[config.mk]
export PLATFORM = sky130hd
export DESIGN_NAME = pdmm_root
export DESIGN_NICKNAME = d
export VERILOG_FILES = /design/src/hdl/pdmm_pkg.sv /design/src/hdl/pdmm_root.sv
export SDC_FILE = /design/constraint.sdc
export NUM_CORES = 1
export LEC_CHECK = 0
export BUFFER_PORTS_ARGS = -buffer_cell sky130_fd_sc_hd__buf_4
export CAP_MARGIN = 5
export CORE_MARGIN = 2
export CORE_UTILIZATION = 45
export CTS_CLUSTER_DIAMETER = 100
export DETAILED_ROUTE_END_ITERATION = 6
export MAX_ROUTING_LAYER = met4
export PLACE_DENSITY = 0.63
export SETUP_SLACK_MARGIN = 0.1
export SYNTH_ARGS = -nofsm -noshare
export SYNTH_HDL_FRONTEND = slang
export SYNTH_SLANG_ARGS = --single-unit
[constraint.sdc]
create_clock -name clk -period 4.5 [get_ports clk]
set_input_delay 0.225 -clock clk [delete_from_list [all_inputs] [get_ports clk]]
set_output_delay 0.225 -clock clk [all_outputs]
set_load 0.02 [all_outputs]
[src/hdl/pdmm_pkg.sv]
// Shared types and constants of the pixel deviation motion mask unit.
// No dependencies; pdmm_root and the top unit refer to this package, pdmm_ram does not.
package pdmm_pkg;

	localparam int SUM_W = 22;
	localparam int PIX_W = 8;
	localparam int DIV_W = 8;
	localparam int CFG_AW = 4;
	localparam int CFG_DW = 32;

	typedef enum logic [1:0] {
		CMD_TRAIN  = 2'd0,
		CMD_DETECT = 2'd1,
		CMD_CLEAR  = 2'd2
	} cmd_t;

	typedef enum logic [1:0] {
		REG_FRAMES = 2'd0,
		REG_GAIN   = 2'd1,
		REG_INVERT = 2'd2
	} reg_t;

	typedef struct packed {
		logic             vld;
		logic [PIX_W-1:0] diff;
	} side_t;

endpackage

[src/hdl/pdmm_root.sv]
// Pipelined rounded square root of sum / divisor, exact in integers.
// Depends on pdmm_pkg for widths and the sideband type.
module pdmm_root (
	input  logic                         clk,
	input  logic                         arst_n,
	input  logic                         en,
	input  pdmm_pkg::side_t              in_side,
	input  logic [pdmm_pkg::SUM_W-1:0]   in_sum,
	input  logic [pdmm_pkg::DIV_W-1:0]   in_div,
	output pdmm_pkg::side_t              out_side,
	output logic [7:0]                   out_root
);

	localparam int NUM_W = pdmm_pkg::SUM_W + 2;
	localparam int DIV_ST = NUM_W / 2;
	localparam int ROOT_W = NUM_W / 2;
	localparam int SQ_ST = ROOT_W / 2;
	localparam int REM_W = ROOT_W + 2;
	localparam int DW = pdmm_pkg::DIV_W;

	logic             div_vld_s  [DIV_ST+1];
	logic [7:0]       div_diff_s [DIV_ST+1];
	logic [NUM_W-1:0] div_num_s  [DIV_ST+1];
	logic [DW-1:0]    div_rem_s  [DIV_ST+1];
	logic [DW-1:0]    div_d_s    [DIV_ST+1];
	logic [NUM_W-1:0] div_num_n  [DIV_ST];
	logic [DW-1:0]    div_rem_n  [DIV_ST];

	logic              sq_vld_s  [SQ_ST+1];
	logic [7:0]        sq_diff_s [SQ_ST+1];
	logic [NUM_W-1:0]  sq_rad_s  [SQ_ST+1];
	logic [REM_W-1:0]  sq_rem_s  [SQ_ST+1];
	logic [ROOT_W-1:0] sq_root_s [SQ_ST+1];
	logic              sq_ex_s   [SQ_ST+1];
	logic [NUM_W-1:0]  sq_rad_n  [SQ_ST];
	logic [REM_W-1:0]  sq_rem_n  [SQ_ST];
	logic [ROOT_W-1:0] sq_root_n [SQ_ST];

	logic              vld_s;
	logic [7:0]        diff_s;
	logic [7:0]        root_s;
	logic [ROOT_W-1:0] isq;
	logic [ROOT_W-1:0] half;
	logic              exact;
	logic [7:0]        root_n;

	always_comb begin
		logic [DW-1:0]    rem_t;
		logic [NUM_W-1:0] num_t;
		logic [DW:0]      tr;
		logic             ge;
		for (int i = 0; i < DIV_ST; i++) begin
			rem_t = div_rem_s[i];
			num_t = div_num_s[i];
			for (int j = 0; j < 2; j++) begin
				tr = {rem_t, num_t[NUM_W-1]};
				ge = (tr >= {1'b0, div_d_s[i]});
				rem_t = ge ? DW'(tr - {1'b0, div_d_s[i]}) : tr[DW-1:0];
				num_t = {num_t[NUM_W-2:0], ge};
			end
			div_rem_n[i] = rem_t;
			div_num_n[i] = num_t;
		end
	end

	always_comb begin
		logic [REM_W-1:0]  rem_t;
		logic [NUM_W-1:0]  rad_t;
		logic [ROOT_W-1:0] root_t;
		logic [REM_W+1:0]  t;
		logic [REM_W+1:0]  trial;
		logic              ge;
		for (int i = 0; i < SQ_ST; i++) begin
			rem_t = sq_rem_s[i];
			rad_t = sq_rad_s[i];
			root_t = sq_root_s[i];
			for (int j = 0; j < 2; j++) begin
				t = {rem_t, rad_t[NUM_W-1:NUM_W-2]};
				trial = {2'b00, root_t, 2'b01};
				ge = (t >= trial);
				rem_t = ge ? REM_W'(t - trial) : REM_W'(t);
				root_t = {root_t[ROOT_W-2:0], ge};
				rad_t = {rad_t[NUM_W-3:0], 2'b00};
			end
			sq_rem_n[i] = rem_t;
			sq_rad_n[i] = rad_t;
			sq_root_n[i] = root_t;
		end
	end

	assign isq = sq_root_s[SQ_ST];
	assign half = ROOT_W'(({1'b0, isq} + 1'b1) >> 1);
	assign exact = sq_ex_s[SQ_ST] && (sq_rem_s[SQ_ST] == '0);

	always_comb begin
		if (half > ROOT_W'(255)) begin
			root_n = 8'd255;
		end else if (exact && isq[0] && half[0]) begin
			root_n = 8'(half - 1'b1);
		end else begin
			root_n = half[7:0];
		end
	end

	always_ff @(posedge clk or negedge arst_n) begin
		if (!arst_n) begin
			for (int i = 0; i <= DIV_ST; i++) begin
				div_vld_s[i] <= 1'b0;
			end
			for (int i = 0; i <= SQ_ST; i++) begin
				sq_vld_s[i] <= 1'b0;
			end
			vld_s <= 1'b0;
		end else if (en) begin
			div_vld_s[0] <= in_side.vld;
			for (int i = 0; i < DIV_ST; i++) begin
				div_vld_s[i+1] <= div_vld_s[i];
			end
			sq_vld_s[0] <= div_vld_s[DIV_ST];
			for (int i = 0; i < SQ_ST; i++) begin
				sq_vld_s[i+1] <= sq_vld_s[i];
			end
			vld_s <= sq_vld_s[SQ_ST];
		end
	end

	always_ff @(posedge clk) begin
		if (en) begin
			div_diff_s[0] <= in_side.diff;
			div_num_s[0] <= {in_sum, 2'b00};
			div_rem_s[0] <= '0;
			div_d_s[0] <= in_div;
			for (int i = 0; i < DIV_ST; i++) begin
				div_diff_s[i+1] <= div_diff_s[i];
				div_num_s[i+1] <= div_num_n[i];
				div_rem_s[i+1] <= div_rem_n[i];
				div_d_s[i+1] <= div_d_s[i];
			end
			sq_diff_s[0] <= div_diff_s[DIV_ST];
			sq_rad_s[0] <= div_num_s[DIV_ST];
			sq_rem_s[0] <= '0;
			sq_root_s[0] <= '0;
			sq_ex_s[0] <= (div_rem_s[DIV_ST] == '0);
			for (int i = 0; i < SQ_ST; i++) begin
				sq_diff_s[i+1] <= sq_diff_s[i];
				sq_rad_s[i+1] <= sq_rad_n[i];
				sq_rem_s[i+1] <= sq_rem_n[i];
				sq_root_s[i+1] <= sq_root_n[i];
				sq_ex_s[i+1] <= sq_ex_s[i];
			end
			diff_s <= sq_diff_s[SQ_ST];
			root_s <= root_n;
		end
	end

	assign out_side.vld = vld_s;
	assign out_side.diff = diff_s;
	assign out_root = root_s;

endmodule

==> results.sh <==
export IMPL_antenna_found_initial=0
export IMPL_synth_nets=3523
export IMPL_grt_max_degree=120
export IMPL_pin_count=59
export IMPL_ys_flop_type="edfxtp_1"
export IMPL_use_met2_pct=25.58
export IMPL_dp_cells=4703
export IMPL_peakVddDrop_v=0.0004065
export IMPL_crit_end="div_rem_s[0][51]"
export IMPL_post_route_period_util_pct=96.91
export IMPL_top_usage_layer="met2"
export IMPL_drt_iter0_drc=1261
export IMPL_drive_above_1_share_pct=25.03
export IMPL_grtUsageMet3_pct=2.609
export IMPL_dieHeight_um=311.9
export IMPL_finalNetCount=4036
export IMPL_path_clk_slew_ns=0.06
export IMPL_clock_latency_ns=0.67
export IMPL_r2r_start="div_d_s[2][9]"
export IMPL_slew_viol_final=0
export IMPL_setup_viol=0
export IMPL_drt_pass1_iter_count=5
export IMPL_grtUsageMet1_pct=19.55
export IMPL_antenna_cells=0
export IMPL_fillers=7714
export IMPL_hpwl_mm=50.72
export IMPL_cp_data_required_time_ns=4.91
export IMPL_routedWlPerCell_um=14.79
export IMPL_area_growth_pct=22.62
export IMPL_worst_hold_slack_ns=0.1293
export IMPL_maxCapViolations=0
export IMPL_regArea_um2=26590
export IMPL_ys_seq_area_share_pct=62.33
export IMPL_gp_congestion=0.8857
export IMPL_arrival_ns=4.77
export IMPL_finalSetupTns_ns=0
export IMPL_cp_max_fo=4
export IMPL_num_vias=25280
export IMPL_drc=0
export IMPL_grt_overflow_total=0
export IMPL_die_x_um=311.9
export IMPL_multi_input_area_um2=16040
export IMPL_async_reset_ff_share_pct=2.362
export IMPL_hold_viol=0
export IMPL_hold_class="primary input to flip-flop"
export IMPL_syn_avg_cell_area_um2=13.41
export IMPL_critPathCaptureType="flip-flop"
export IMPL_wirelength_mm=74.33
export IMPL_synth_cells=3182
export IMPL_core_area_um2=93610
export IMPL_final_cells=5025
export IMPL_status="finished clean"
export IMPL_max_slew_worst_pin_slew_ns=0.9677
export IMPL_maxSlewHeadroom_pct=35.27
export IMPL_grt_pass1_vias=24850
export IMPL_clock_skew_ns=0.01690
export IMPL_rows=112
export IMPL_rsz0062_at_grt="true"
export IMPL_r2r_slack_ns=0.14
export IMPL_crit_path_start="div_d_s[2][9]"
export IMPL_reg2reg_to="div_rem_s[0][51]"
export IMPL_place_port_buffers=58
export IMPL_grt_pass1_wl_mm=121.9
export IMPL_ys_types=98
export IMPL_die_area_um2=97290
export IMPL_cts_buffers=96
export IMPL_leakage_nw=20.83
export IMPL_cts_root_buf="clkbuf_16"
export IMPL_ys_ff_latch=889
export IMPL_yosysWarnings=0
export IMPL_rr_worst_depth=21
export IMPL_htree_levels=3
export IMPL_worstHoldStart="en"
export IMPL_syn_area_um2=42660
export IMPL_crit_type="flip-flop to flip-flop"
export IMPL_grt_usage_pct=15.47
export IMPL_fmax_mhz=229.3
export IMPL_power_density_nw_per_um2=678.7
export IMPL_cts_num_sinks=889
export IMPL_postRouteAntennaNets=0
export IMPL_initial_core_util_pct=45.58
export IMPL_start_kind="flip-flop"
export IMPL_final_min_clock_period_ns=4.361
export IMPL_avgViaCountPerCell=5.031
export IMPL_clk_path_buf_depth=3
export IMPL_synth_edf_count=868
export IMPL_tritoncts="yes"
## per-stage QoR
step           power, mW  utilization [%]  worst slack, ns  area (um2)
6_report           35.51            55.89           0.1391       52320
5_1_grt            37.95            55.89          -0.1159       52320
4_1_cts            34.39            54.45          0.06549       50980
3_5_place_dp       25.33            49.95          -0.2222       46760
3_3_place_gp       25.15            49.95          -0.1711       46760
2_1_floorplan      21.53                -          0.06553       42940
## sequential cells by signal (all words and copies together) (netlist names)
register	flops
diff_s	8
div_d_s	96
div_diff_s	104
div_num_s	288
div_rem_s	96
div_vld_s	13
out_root	8
sq_diff_s	56
sq_ex_s	7
sq_rad_s	84
sq_rem_s	79
sq_root_s	42
sq_vld_s	7
vld_s	1
## per-layer routing
metal | part of all wire, % | wire length, um
met1 | 45 | 33560
met5 | 0 | 0
met3 | 2.9 | 2166
met4 | 2.5 | 1873
met2 | 49 | 36730
## layout by cell type, fill, tap and decap left out, types with 27 or more instances in the layout
cell | netlist | layout
edfxtp_1 | 868 | 868
buf_4 | 2 | 378
inv_1 | 317 | 301
ha_1 | 277 | 252
nor2_1 | 201 | 195
nand2_1 | 186 | 181
xnor2_1 | 136 | 136
a21oi_1 | 139 | 117
mux2_2 | 138 | 105
clkbuf_16 | 0 | 98
o21ai_0 | 157 | 87
xor2_1 | 57 | 57
a21o_1 | 52 | 52
nand4_1 | 45 | 45
o21ai_2 | 2 | 43
dlygate4sd3_1 | 0 | 41
nand3_1 | 38 | 36
nor3_1 | 39 | 36
mux2_4 | 0 | 34
o21ai_1 | 2 | 31
mux2i_1 | 32 | 30
nor2b_1 | 35 | 27
or2_2 | 27 | 27
## cells by family after synthesis
kind of cell	Yosys count	share of synthesized area (%)
xor gates and xnor gates	193	3.962
AOI/OAI and AO/OA	566	8.663
and+or+nand+nor	701	8.109
buffers and inverters	356	3.197
DFF	889	62.33
adders and majority gates	299	9.156
other	1	0.008790
muxes	177	4.578
## final cells by class
| type | count | area share [%] |
|---|---|---|
| Sequential cell | 889 | 50.83 |
| Multi-Input combinational cell | 1939 | 30.67 |
| Timing Repair Buffer | 448 | 7.077 |
| Clock buffer | 118 | 4.905 |
| Tap cell | 1254 | 2.999 |
| Inverter | 321 | 2.313 |
| Clock inverter | 56 | 1.213 |
## how the worst min path moves through the flow
stage,cells past startpoint,endpoint,slack (ns)
final,1,div_num_s[0][9],0.13
after detailed placement,1,vld_s,0.13
after global routing,1,div_num_s[0][9],0.13
after floorplan,0,div_vld_s[0],-0.07
after global placement,1,vld_s,0.12
after CTS,1,div_num_s[0][9],0.12
## report_power, final
group	internal, mW	switching (mW)	total, mW
logic	8.65	7.39	16.0
registers	11.1	0.550	11.6
clock network	4.61	3.24	7.85
## critical path, stage by stage, from the launching register on
cell      delay [ns]
edfxtp_1        0.41
inv_2           0.10
ha_4            0.20
nor2b_4         0.12
o21ai_2         0.16
a21boi_2        0.08
o21a_1          0.20
o21ai_2         0.11
nand2b_1        0.11
a31oi_4         0.27
mux2i_2         0.28
ha_1            0.27
nor2b_1         0.14
o21ai_1         0.16
a21boi_1        0.10
o21ai_1         0.13
nand2b_1        0.11
a31o_4          0.24
o21a_1          0.19
a211oi_4        0.26
buf_6           0.17
mux2_4          0.29
## cell usage after synthesis, types with 7 or more instances
| cell | instances | area (um2) |
|---|---|---|
| nor2_1 | 201 | 754.5 |
| o21a_1 | 25 | 187.7 |
| nand2b_1 | 18 | 112.6 |
| ha_1 | 277 | 3466 |
| or2_2 | 27 | 168.9 |
| nand2_1 | 186 | 698.2 |
| a21o_1 | 52 | 390.4 |
| nand3_1 | 38 | 190.2 |
| nand4_1 | 45 | 281.5 |
| and2_1 | 18 | 112.6 |
| edfxtp_1 | 868 | 26070 |
| mux2i_1 | 32 | 320.3 |
| a21oi_1 | 139 | 695.7 |
| o21bai_1 | 10 | 75.07 |
| clkbuf_1 | 25 | 93.84 |
| o31ai_1 | 29 | 217.7 |
| fa_1 | 22 | 440.4 |
| dfrtp_1 | 21 | 525.5 |
| mux2_2 | 138 | 1554 |
| mux2_1 | 7 | 78.83 |
| xor2_1 | 57 | 499.2 |
| and3_1 | 19 | 118.9 |
| o21ai_0 | 157 | 785.8 |
| xnor2_1 | 136 | 1191 |
| nor3_1 | 39 | 195.2 |
| a21boi_0 | 28 | 210.2 |
| inv_1 | 317 | 1190 |
| o211ai_1 | 9 | 67.56 |
| nor4_1 | 22 | 137.6 |
| or3_1 | 10 | 62.56 |
| a211oi_1 | 20 | 150.1 |
| nor2b_1 | 35 | 219.0 |
| a31oi_1 | 16 | 100.1 |
## what timing repair did
action | CTS | global route
gates cloned | 2 | 2
resized for setup | 72 | 208
hold buffers | 41 | 0
pin swaps | 52 | 121
hold endpoints to repair | 60 | 0
buffers inserted | 45 | 58
setup endpoints to repair | 101 | 146
(Power assumes the default switching activity.)
